**src/sv/fpcam_pkg.sv**
```systemverilog
package fpcam_pkg;

    localparam int POS_WIDTH     = 32;
    localparam int DIR_FRAC_BITS = 14;
    localparam int CORDIC_STEPS  = 16;

    localparam int STEP_IW    = $clog2(CORDIC_STEPS);
    localparam int ANG_W      = 25;
    localparam int PITCH_W    = 24;
    localparam int DIR_W      = 16;
    localparam int SIDE_W     = DIR_W + 1;
    localparam int MUL_W      = 33;
    localparam int PROD_W     = 2 * MUL_W;
    localparam int TRIG_W     = MUL_W;
    localparam int WRAP_W     = 36;
    localparam int WRAP_STEPS = 9;
    localparam int WK_W       = $clog2(WRAP_STEPS);
    localparam int FRONT_SH   = 60 - DIR_FRAC_BITS;
    localparam int TRIG_SH    = 30 - DIR_FRAC_BITS;

    localparam logic signed [WRAP_W-1:0] DEG_89  = 36'sd5832704;
    localparam logic signed [WRAP_W-1:0] DEG_90  = 36'sd5898240;
    localparam logic signed [WRAP_W-1:0] DEG_180 = 36'sd11796480;
    localparam logic signed [WRAP_W-1:0] DEG_360 = 36'sd23592960;
    localparam logic signed [TRIG_W-1:0] CORDIC_K30 = 33'sd652032874;

    localparam logic [3:0] REG_START_X     = 4'd0;
    localparam logic [3:0] REG_START_Y     = 4'd1;
    localparam logic [3:0] REG_START_Z     = 4'd2;
    localparam logic [3:0] REG_START_HEAD  = 4'd3;
    localparam logic [3:0] REG_START_ELEV  = 4'd4;
    localparam logic [3:0] REG_WALK_RATE   = 4'd5;
    localparam logic [3:0] REG_SPRINT_RATE = 4'd6;
    localparam logic [3:0] REG_LOOK_GAIN   = 4'd7;

    localparam logic [2:0] CMD_CURSOR  = 3'd0;
    localparam logic [2:0] CMD_FRAME   = 3'd1;
    localparam logic [2:0] CMD_FORWARD = 3'd2;
    localparam logic [2:0] CMD_BACK    = 3'd3;
    localparam logic [2:0] CMD_RIGHT   = 3'd4;
    localparam logic [2:0] CMD_LEFT    = 3'd5;

    typedef enum logic [4:0] {
        S_IDLE,
        S_CUR_MULX,
        S_CUR_MULY,
        S_CUR_PITCH,
        S_WRAP,
        S_WRAP_FIX,
        S_TRIG_YAW,
        S_WAIT_YAW,
        S_TRIG_PITCH,
        S_WAIT_PITCH,
        S_FRONT_X,
        S_FRONT_Z,
        S_FRONT_END,
        S_FRAME_MUL,
        S_FRAME_END,
        S_MOVE_X,
        S_MOVE_Y,
        S_MOVE_Z,
        S_MOVE_END,
        S_SIDE_TRIG,
        S_SIDE_WAIT,
        S_SIDE_X,
        S_SIDE_Z,
        S_SIDE_END,
        S_OUT
    } state_t;

    function automatic logic signed [ANG_W-1:0] atan_deg(input logic [4:0] idx);
        logic signed [ANG_W-1:0] r;
        case (idx)
            5'd0:    r = 25'sd2949120;
            5'd1:    r = 25'sd1740967;
            5'd2:    r = 25'sd919879;
            5'd3:    r = 25'sd466945;
            5'd4:    r = 25'sd234379;
            5'd5:    r = 25'sd117304;
            5'd6:    r = 25'sd58666;
            5'd7:    r = 25'sd29335;
            5'd8:    r = 25'sd14668;
            5'd9:    r = 25'sd7334;
            5'd10:   r = 25'sd3667;
            5'd11:   r = 25'sd1833;
            5'd12:   r = 25'sd917;
            5'd13:   r = 25'sd458;
            5'd14:   r = 25'sd229;
            5'd15:   r = 25'sd115;
            5'd16:   r = 25'sd57;
            5'd17:   r = 25'sd29;
            5'd18:   r = 25'sd14;
            5'd19:   r = 25'sd7;
            5'd20:   r = 25'sd4;
            5'd21:   r = 25'sd2;
            5'd22:   r = 25'sd1;
            default: r = 25'sd0;
        endcase
        return r;
    endfunction

endpackage

```
**src/sv/fpcam_mul.sv**
```systemverilog
module fpcam_mul (
    input  logic                                  aclk,
    input  logic signed [fpcam_pkg::MUL_W-1:0]    a,
    input  logic signed [fpcam_pkg::MUL_W-1:0]    b,
    output logic signed [fpcam_pkg::PROD_W-1:0]   p
);
    import fpcam_pkg::*;

    logic signed [PROD_W-1:0] p_reg;

    always_ff @(posedge aclk) begin
        p_reg <= PROD_W'(a) * PROD_W'(b);
    end

    assign p = p_reg;

endmodule

```
**config.mk**
```make
export PLATFORM = sky130hd
export DESIGN_NAME = fpcam_mul
export DESIGN_NICKNAME = d
export VERILOG_FILES = /design/src/sv/fpcam_pkg.sv /design/src/sv/fpcam_mul.sv
export SDC_FILE = /design/constraint.sdc
export NUM_CORES = 2
export LEC_CHECK = 0
export BUFFER_PORTS_ARGS = -buffer_cell sky130_fd_sc_hd__buf_2
export CORE_ASPECT_RATIO = 0.75
export CORE_MARGIN = 3
export CORE_UTILIZATION = 55
export CTS_CLUSTER_DIAMETER = 50
export DETAILED_ROUTE_END_ITERATION = 10
export PLACE_DENSITY = 0.72
export SLEW_MARGIN = 40
export SYNTH_ARGS = -nofsm -noshare
export SYNTH_HDL_FRONTEND = slang
export SYNTH_SLANG_ARGS = --single-unit
```
**constraint.sdc**
```tcl
create_clock -name aclk -period 16.94 [get_ports aclk]
set_input_delay 1.694 -clock aclk [delete_from_list [all_inputs] [get_ports aclk]]
set_output_delay 1.694 -clock aclk [all_outputs]
set_load 0.01 [all_outputs]
```
==> out/qor.csv <==
stage,metric,value,unit
floorplanning,Die ar.,77400,um2
global_routing,Tot GR Track Use,30.6,%
critical_path,Worst Setup Start Kind,input port,
yosys,Synth warnings,0,
global_routing,first-pass GRT wire length,180000,um
floorplanning,I/O Pins,133,
yosys,post-synthesis sequential area ratio,3.24,%
placement,PortBufs,132,
yosys,adder-cell area share of the yosys netlist,62.9,%
routing,Routed WL per cell,21.4,um
hold_path,worst hold stages,2,
hold_path,Worst Hold End,p[0],
yosys,area fraction in compound gates after synthesis,4.07,%
sta,Final Hold Vio Count,0,
hold_path,HP Class,in2reg,
sta,final slew viol count,0,
critical_path,"most used cell, CP",fa_1,
sta,RSZ-0062 raised after global routing,false,
yosys,Yosys reg bits,66,
yosys,"EDFF count, synth",0,
critical_path,kind of critical path,in2reg,
yosys,Mapped Cells,4338,
critical_path,"Req. time, crit path",17190,ps
yosys,synthesized area,40700,um2
placement,DP Wirelength,90100,um
routing,DRC,0,
global_routing,vias in the first global route,30235,
global_routing,initial antenna violation count,11,
global_routing,largest net degree at the start of global routing,34,
critical_path,crit-path cells,buf_2 > nand2_1 > fa_1 > fa_1 > fa_1 > inv_1 > fa_1 > fa_1 > fa_1 > fa_1 > inv_1 > fa_1 > inv_1 > ha_1 > nand3_1 > nor2_1 > nand2_1 > nor3_1 > o311ai_4 > nand3_2 > a211oi_1 > a311oi_1,
floorplanning,DIE HEIGHT,242,um
critical_path,Critical Path Sink Type,flop,
layout,"Net count, final",5697,
status,outcome,"finished, final reports clean",
critical_path,Worst EP arrival,9670,ps
layout,fillers,6218,
yosys,top_reg_cell synth,dfxtp_1,
routing,total number of vias,28269,
critical_path,Worst path max stage delay,790,ps
floorplanning,Initial Util,56.2,%
sta,Max-slew headroom,38.6,%
sta,Highest Clock Rate,0.106,GHz
sta,fin crit share,55.6,%
clocking,# hold bufs at CTS,0,
yosys,simple-gate share of the synthesized area,15.8,%
sta,minimum clock period,9420,ps
yosys,mux contribution to synthesized area,0,%
placement,placer's final routability congestion estimate,0.908,
floorplanning,row count,85,
routing,post-DR vias/cell,5.40,
clocking,Worst-path clk slew,60,ps
layout,ratio of cells with drive above 1 in the final layout,4.54,%
layout,area grow syn2layout,3.56,%
clocking,Num CTS Buffers,9,
routing,WL final,112000,um
critical_path,CP max-delay cell,fa_1,
yosys,Post-Syn Area per Cell,9.39,um2
routing,DRT Pass-1 Iters,9,
layout,Largest register FFs,66,
global_routing,total grt overflow,0,
clocking,TritonCTS clock tree,built,
yosys,ys async rst share,0,%
floorplanning,Die Width,320,um
clocking,htree depth,3,
clocking,Post-CTS Setup Bufs,0,
sta,TNS Setup,0,ps
yosys,largest family of logic cells by synthesized area,adder cells,
yosys,syn_nets,5767,
yosys,xor/xnor share of the synthesized area,1.46,%
clocking,Num Clock Sinks,66,
sta,Worst Max-Slew Pin Slew,921,ps
clocking,Clock Tree Buf Depth,2,
critical_path,CP Max Fanout,33,
hold_path,Worst Min Path Start,b[0],
routing,DRC violation total after the first TritonRoute iteration,2230,
routing,post-route ant nets,0,
flow_run,maxcap violations,0,
floorplanning,core area,72500,um2
clocking,Resize count post-CTS,0,
layout,"Core Util, Final",58.2,%
yosys,"Distinct cells, synth",80,
clocking,Clk Tree Root Cell,clkbuf_16,
sta,final setup violating endpoints,0,
==> routing by layer <==
metal	GRT usage, %	up-vias	wire, um
met4	5.31	16	1780
met5	0	-	94
met3	18.0	125	19900
met1	45.9	14425	48000
met2	38.1	1520	41900
li1	-	12183	-
==> worst max path at each step <==
stage | slack, ps | endpoint | start | depth (start not counted)
4_1_cts | 7590 | p[64] | b[9] | 22
2_1_floorplan | 8010 | p[62] | a[32] | 23
5_1_grt | 7160 | p[64] | b[9] | 22
3_3_place_gp | 7180 | p[64] | b[9] | 22
3_5_place_dp | 7230 | p[64] | b[9] | 22
6_report | 7520 | p[64] | b[9] | 22
==> area by class of cell <==
cell class / instances / area, um2 / area share [%]
multi-input cells: 2920 / 34300 / 81.4
diodes: 3 / 7.51 / 0.0178
clock inverters: 5 / 78.8 / 0.187
inverters: 1131 / 4250 / 10.1
well taps: 957 / 1200 / 2.84
clock buffers: 10 / 239 / 0.567
repair buffers: 140 / 773 / 1.83
flip-flops and latches: 66 / 1320 / 3.13
==> metrics by stage <==
step	setup slack, ps	instances	hold slack, ps	instance area, um2
after global routing	7160	5230	1920	42200
final	7520	5232	1930	42200
after detailed placement	7230	5213	2090	41800
after global placement	7180	5213	2090	41800
after CTS	7590	5228	1880	42100
after floorplan	8010	4338	1820	40700
==> synthesized netlist by cell type, drive strengths merged (3+ instances only) <==
library cell / count / area, um2
fa: 1145 / 22900
inv: 1131 / 4250
and2: 563 / 3520
nand2: 551 / 2070
ha: 217 / 2720
clkbuf: 208 / 781
nor2: 68 / 255
dfxtp: 66 / 1320
a21oi: 61 / 328
xnor2: 43 / 377
a21o: 38 / 288
o21ai: 33 / 173
nand3: 26 / 135
xor2: 25 / 219
buf: 13 / 70.1
nand2b: 12 / 75.1
nand4: 12 / 81.3
a211oi: 11 / 110
o21bai: 11 / 82.6
a31oi: 9 / 62.6
nor3: 7 / 35.0
o31ai: 7 / 104
a211o: 6 / 52.6
and3: 6 / 42.5
o21a: 6 / 45.0
and4: 5 / 43.8
nor2b: 5 / 31.3
o211ai: 5 / 51.3
a21boi: 3 / 33.8
a221oi: 3 / 43.8
nor4: 3 / 33.8
or2: 3 / 18.8
or3: 3 / 18.8
==> cells by family (layout without fill, tap and decap cells) <==
group	after synthesis	count (layout)
AND/OR/NAND/NOR	1271	1271
XOR/XNOR	68	68
other	0	3
AO/OA/AOI/OAI	219	219
buffers and inverters	1352	1286
adder cells (fa/ha/maj)	1362	1362
flip-flops	66	66
==> worst max-delay path: cells and delay by family <==
kind	cells	cell delay (ps)
adders and majority gates	9	4900
and+or+nand+nor	6	1600
buffers and inverters	4	810
AOI/OAI and AO/OA	3	640
==> cells in the final DEF, fill, tap and decap left out, drive strengths merged, types with 33 or more instances in the layout <==
| cell type | n |
|---|---|
| inv | 1130 |
| buf | 140 |
| ha | 217 |
| dfxtp | 66 |
| a21oi | 61 |
| a21o | 38 |
| nand2 | 551 |
| xnor2 | 43 |
| fa | 1145 |
| nor2 | 68 |
| o21ai | 33 |
| and2 | 563 |
Power is left out: the tool's default activity adds up to more than one toggle a clock period on the data nets, which glitch-free logic cannot reach.
