--- src/sv/fpcam_pkg.sv ---
package fpcam_pkg;

    localparam int POS_WIDTH     = 32;
    localparam int DIR_FRAC_BITS = 14;
    localparam int CORDIC_STEPS  = 16;

    localparam int STEP_IW    = $clog2(CORDIC_STEPS);
    localparam int ANG_W      = 25;
    localparam int PITCH_W    = 24;
    localparam int DIR_W      = 16;
    localparam int SIDE_W     = DIR_W + 1;
    localparam int MUL_W      = 33;
    localparam int PROD_W     = 2 * MUL_W;
    localparam int TRIG_W     = MUL_W;
    localparam int WRAP_W     = 36;
    localparam int WRAP_STEPS = 9;
    localparam int WK_W       = $clog2(WRAP_STEPS);
    localparam int FRONT_SH   = 60 - DIR_FRAC_BITS;
    localparam int TRIG_SH    = 30 - DIR_FRAC_BITS;

    localparam logic signed [WRAP_W-1:0] DEG_89  = 36'sd5832704;
    localparam logic signed [WRAP_W-1:0] DEG_90  = 36'sd5898240;
    localparam logic signed [WRAP_W-1:0] DEG_180 = 36'sd11796480;
    localparam logic signed [WRAP_W-1:0] DEG_360 = 36'sd23592960;
    localparam logic signed [TRIG_W-1:0] CORDIC_K30 = 33'sd652032874;

    localparam logic [3:0] REG_START_X     = 4'd0;
    localparam logic [3:0] REG_START_Y     = 4'd1;
    localparam logic [3:0] REG_START_Z     = 4'd2;
    localparam logic [3:0] REG_START_HEAD  = 4'd3;
    localparam logic [3:0] REG_START_ELEV  = 4'd4;
    localparam logic [3:0] REG_WALK_RATE   = 4'd5;
    localparam logic [3:0] REG_SPRINT_RATE = 4'd6;
    localparam logic [3:0] REG_LOOK_GAIN   = 4'd7;

    localparam logic [2:0] CMD_CURSOR  = 3'd0;
    localparam logic [2:0] CMD_FRAME   = 3'd1;
    localparam logic [2:0] CMD_FORWARD = 3'd2;
    localparam logic [2:0] CMD_BACK    = 3'd3;
    localparam logic [2:0] CMD_RIGHT   = 3'd4;
    localparam logic [2:0] CMD_LEFT    = 3'd5;

    typedef enum logic [4:0] {
        S_IDLE,
        S_CUR_MULX,
        S_CUR_MULY,
        S_CUR_PITCH,
        S_WRAP,
        S_WRAP_FIX,
        S_TRIG_YAW,
        S_WAIT_YAW,
        S_TRIG_PITCH,
        S_WAIT_PITCH,
        S_FRONT_X,
        S_FRONT_Z,
        S_FRONT_END,
        S_FRAME_MUL,
        S_FRAME_END,
        S_MOVE_X,
        S_MOVE_Y,
        S_MOVE_Z,
        S_MOVE_END,
        S_SIDE_TRIG,
        S_SIDE_WAIT,
        S_SIDE_X,
        S_SIDE_Z,
        S_SIDE_END,
        S_OUT
    } state_t;

    function automatic logic signed [ANG_W-1:0] atan_deg(input logic [4:0] idx);
        logic signed [ANG_W-1:0] r;
        case (idx)
            5'd0:    r = 25'sd2949120;
            5'd1:    r = 25'sd1740967;
            5'd2:    r = 25'sd919879;
            5'd3:    r = 25'sd466945;
            5'd4:    r = 25'sd234379;
            5'd5:    r = 25'sd117304;
            5'd6:    r = 25'sd58666;
            5'd7:    r = 25'sd29335;
            5'd8:    r = 25'sd14668;
            5'd9:    r = 25'sd7334;
            5'd10:   r = 25'sd3667;
            5'd11:   r = 25'sd1833;
            5'd12:   r = 25'sd917;
            5'd13:   r = 25'sd458;
            5'd14:   r = 25'sd229;
            5'd15:   r = 25'sd115;
            5'd16:   r = 25'sd57;
            5'd17:   r = 25'sd29;
            5'd18:   r = 25'sd14;
            5'd19:   r = 25'sd7;
            5'd20:   r = 25'sd4;
            5'd21:   r = 25'sd2;
            5'd22:   r = 25'sd1;
            default: r = 25'sd0;
        endcase
        return r;
    endfunction

endpackage

--- src/sv/fpcam_cordic.sv ---
module fpcam_cordic (
    input  logic                                 aclk,
    input  logic                                 aresetn,
    input  logic                                 start,
    input  logic signed [fpcam_pkg::ANG_W-1:0]   angle,
    output logic                                 done,
    output logic signed [fpcam_pkg::TRIG_W-1:0]  cos_q30,
    output logic signed [fpcam_pkg::TRIG_W-1:0]  sin_q30
);
    import fpcam_pkg::*;

    logic signed [TRIG_W-1:0] x_reg, y_reg;
    logic signed [ANG_W-1:0]  z_reg;
    logic [STEP_IW-1:0]       i_reg;
    logic                     run_reg, done_reg, neg_reg;
    logic signed [WRAP_W-1:0] ang_ext;
    logic signed [TRIG_W-1:0] dx, dy;
    logic signed [ANG_W-1:0]  at;

    assign ang_ext = WRAP_W'(angle);
    assign dx = y_reg >>> i_reg;
    assign dy = x_reg >>> i_reg;
    assign at = atan_deg(5'(i_reg));

    always_ff @(posedge aclk) begin
        if (!aresetn) begin
            run_reg  <= 1'b0;
            done_reg <= 1'b0;
        end else begin
            done_reg <= 1'b0;
            if (start) begin
                run_reg <= 1'b1;
            end else if (run_reg && i_reg == STEP_IW'(CORDIC_STEPS - 1)) begin
                run_reg  <= 1'b0;
                done_reg <= 1'b1;
            end
        end
    end

    always_ff @(posedge aclk) begin
        if (start) begin
            x_reg <= CORDIC_K30;
            y_reg <= '0;
            i_reg <= '0;
            if (ang_ext > DEG_90) begin
                z_reg   <= ANG_W'(ang_ext - DEG_180);
                neg_reg <= 1'b1;
            end else if (ang_ext < -DEG_90) begin
                z_reg   <= ANG_W'(ang_ext + DEG_180);
                neg_reg <= 1'b1;
            end else begin
                z_reg   <= angle;
                neg_reg <= 1'b0;
            end
        end else if (run_reg) begin
            if (!z_reg[ANG_W-1]) begin
                x_reg <= x_reg - dx;
                y_reg <= y_reg + dy;
                z_reg <= z_reg - at;
            end else begin
                x_reg <= x_reg + dx;
                y_reg <= y_reg - dy;
                z_reg <= z_reg + at;
            end
            i_reg <= i_reg + 1'b1;
        end
    end

    assign done    = done_reg;
    assign cos_q30 = neg_reg ? -x_reg : x_reg;
    assign sin_q30 = neg_reg ? -y_reg : y_reg;

endmodule

--- config.mk ---
export PLATFORM = sky130hd
export DESIGN_NAME = fpcam_cordic
export DESIGN_NICKNAME = d
export VERILOG_FILES = /design/src/sv/fpcam_pkg.sv /design/src/sv/fpcam_cordic.sv
export SDC_FILE = /design/constraint.sdc
export NUM_CORES = 1
export LEC_CHECK = 0
export ABC_AREA = 1
export BUFFER_PORTS_ARGS = -buffer_cell sky130_fd_sc_hd__buf_2
export CORE_AREA = 2 2 193 195
export CTS_CLUSTER_DIAMETER = 120
export CTS_CLUSTER_SIZE = 30
export DETAILED_ROUTE_END_ITERATION = 7
export DIE_AREA = 0 0 195 197
export SETUP_SLACK_MARGIN = 0.3
export SLEW_MARGIN = 0
export SYNTH_ARGS = -nofsm -noshare
export SYNTH_HDL_FRONTEND = slang
export SYNTH_SLANG_ARGS = --single-unit
--- constraint.sdc ---
create_clock -name aclk -period 7.2 [get_ports aclk]
set_input_delay 0.36 -clock aclk [delete_from_list [all_inputs] [get_ports aclk]]
set_output_delay 0.36 -clock aclk [all_outputs]
set_load 0.05 [all_outputs]
==> results by group <==
Setup path
  – Worst r2r src: i_reg[0]
  – Critical Path Slowest Stage Cell: dfxtp_2
  – Critical Path Start Type: flip-flop
  – CP top delay family: simple AND/OR/NAND/NOR gates
  – R2R Setup Slk: 1780 ps
  – WS Path Type: reg2reg
  – Worst-path fanout max: 62
  – Worst EP required: 7560 ps
  – Bufs and invs on worst path: 4
  – CP most frequent cell: nand2_1
  – R2R Path End: y_reg[31]
  – Data arrival, critical path: 5780 ps
  – CP max stage delay: 760 ps
  – Crit end category: flip-flop
  – Worst reg2reg path depth: 26

Place
  – Port Buffers: 94
  – Post-DP HPWL: 42800 um
  – DP Cell Count: 3182
  – DP Area: 16700 um2
  – DP Worst Slack: 1980 ps
  – RePlAce Congestion: 0.934

Layout
  – Layout area overhead: 7.46%
  – Total Nets Final: 2868
  – N_diodes: 0
  – Share of layout cells above drive strength 1: 0.0776
  – Finished Cell Area: 17300 um2
  – Fin cells: 3213

Synthesis
  – Area contributors post-synth: nand2_1, dfxtp_1, nand3_1
  – Post-Synthesis Cells: 2720
  – Post-synth ARST share: 0
  – Synth Flop Type: dfxtp_1
  – Mapped cell area: 16100 um2
  – Area share of the largest cell type after synthesis: 0.154
  – Post-synth EDFFs: 26
  – Post-synthesis register bit count: 120
  – Syn avg cell area: 5.92 um2
  – Synth Net Count: 2855
  – Synth Warn #: 0
  – Cell with the most instances after synthesis: nand2_1
  – Netlist cell types: 56
  – Register area share after synthesis: 0.165
  – Biggest area consumer among synthesized cells: nand2_1
  – Top cells by count, synth: nand2_1, nand3_1, inv_1, nor2_1, a21oi_1

Pwr
  – Share of power burned in registers: 0.148
  – Net switching power: 4.64 mW
  – Internal: 3.34 mW
  – Combinational power share: 0.744
  – Peak VDD IR: 205 uV
  – Pwr per Cell Area: 461 nW/um2
  – Tot Pwr: 7.98 mW
  – Net Sw Frac: 0.582
  – Leak Pwr: 8.70 nW
  – Clock share of power: 0.108

CTS
  – Hold buffer count at CTS: 0
  – Worst-path clk slew: 70 ps
  – CTS Sinks: 120
  – Max clock buf depth: 2
  – Root buffer cell: clkbuf_16
  – Post-CTS Repair Setup Buffers: 0
  – Clock latency on the worst-skew pair: 460 ps
  – CTS tree: built
  – Num CTS Buffers: 17
  – H-tree Lvls: 4
  – Cts repair resizes: 0

STA
  – Fmax achieved: 0.184 GHz
  – Fin worst setup slack: 1780 ps
  – Relative slew slack: 0.362
  – Slew of the pin with the lowest slew margin: 957 ps
  – Max Transition Viols Final: 0
  – RSZ-0062 raised after global routing: no
  – Final hold vios: 0
  – Period utilization: 0.753
  – Fin Setup TNS: 0 ps
  – Setup violators final: 0
  – Layout Skew: 17.3 ps
  – Tmin final: 5420 ps

Hold path
  – Min-Delay Path Class: in2reg
  – Start point of the worst hold path: aresetn
  – Hold path cells: 3
  – Hold worst-path end: run_reg

GRT
  – Vias in the first global route: 16500
  – GRT overflow: 0
  – Initial antenna violation count: 0
  – Global Route Usage Sum: 0.289
  – Global-route wire length before repair: 88600 um
  – Pin count of the biggest net entering global routing: 66

Floorplanning
  – Ports: 95
  – Std-Cell Rows: 70
  – Die width: 195 um
  – Die Ht: 197 um
  – DIE AREA: 38400 um2
  – Core Region: 36300 um2
  – Initial core utilization: 0.444

Status
  – Failing checks: design-rule violations
  – Status: finished, violations left

Routing
  – Post-DRT Antenna Nets: 0
  – DRT iter0 DRCs: 1816
  – First-pass DRT Iterations: 8
  – Via-to-Cell Ratio: 5.60
  – Final WL: 55700 um
  – Post-DR wirelength/cell: 17.3 um
  – # DRC: 3
  – Vias: 18000

Job
  – MaxCap Viol Count: 0
per-layer routing:
metal  GRT usage  up-vias  wire, um
met5           0        -         0
met4      0.0919        0      1420
met3      0.0318       85      2830
met2       0.499      561     26200
met1       0.378     8249     25200
li1            -     9106         -
cell usage in the layout (no fill, tap or decap), types with 5 or more instances in the layout:
cell and n:
a21oi_1 173, nand2_1 660, nor4_1 21, o21ai_1 19
inv_1 296, nand4_1 31, nor3_2 6, nand3b_1 5
nor3_1 37, xor2_1 135, edfxtp_1 26, o21ai_2 6
nor2_1 252, o21bai_1 7, o22ai_1 11, or2_2 25
and2_1 6, a21o_1 13, o31ai_1 7, dfxtp_1 90
nand3_1 364, buf_4 18, o221ai_1 8, nor2_2 8
o211ai_1 21, buf_2 94, a21boi_0 6, o21a_1 6
inv_2 5, o21ai_0 156, clkbuf_16 17, ha_1 104
xnor2_1 32, nand2_2 7, a31oi_1 23
worst reg2reg max path, delay by kind of cell (launching register included):
kind	cells	cell delay (ps)
buffers and inverters	4	750
DFF	1	760
adders and majority gates	2	530
xor gates and xnor gates	1	90
AOI/OAI and AO/OA	3	490
and+or+nand+nor	16	2710
logic make-up after synthesis:
| group | synth area share |
|---|---|
| simple gates | 0.386 |
| compound gates | 0.167 |
| buf+inv | 0.106 |
| xor+xnor | 0.0908 |
| flops | 0.165 |
| fa+ha+maj | 0.0845 |
worst max path at each step:
stage | startpoint | to | slack (ps) | cells past startpoint
floorplan | i_reg[0] | x_reg[28] | 3310 | 29
global placement | i_reg[0] | y_reg[31] | 1940 | 24
detailed placement | i_reg[0] | y_reg[31] | 1980 | 26
CTS | i_reg[0] | y_reg[31] | 1950 | 26
global route | i_reg[0] | y_reg[31] | 1290 | 26
finish | i_reg[0] | y_reg[31] | 1780 | 26
power by group through the flow:
stage | Combinational [mW] | Clock, mW | Sequential, mW
2_1_floorplan | 4.67 | 0 | 1.02
3_3_place_gp | 5.82 | 0 | 1.20
3_5_place_dp | 5.86 | 0 | 1.20
4_1_cts | 5.90 | 0.876 | 1.18
5_1_grt | 6.69 | 0.900 | 1.20
6_report | 5.93 | 0.861 | 1.18
layout make-up:
cell class | instances | area (um2)
fill | 3919 | 18900
multi-input combinational | 2178 | 11700
sequential | 120 | 2670
inverter | 304 | 1140
timing repair buffer | 112 | 606
tap | 468 | 586
clock buffer | 22 | 464
clock inverter | 9 | 103
metrics by stage:
step | util | hold slack [ps]
final | 0.478 | 199
after global routing | 0.478 | 193
after CTS | 0.478 | 180
after detailed placement | 0.462 | 519
after global placement | 0.462 | 523
after floorplan | - | 472
No activity file was read; power rests on OpenSTA's default activity.
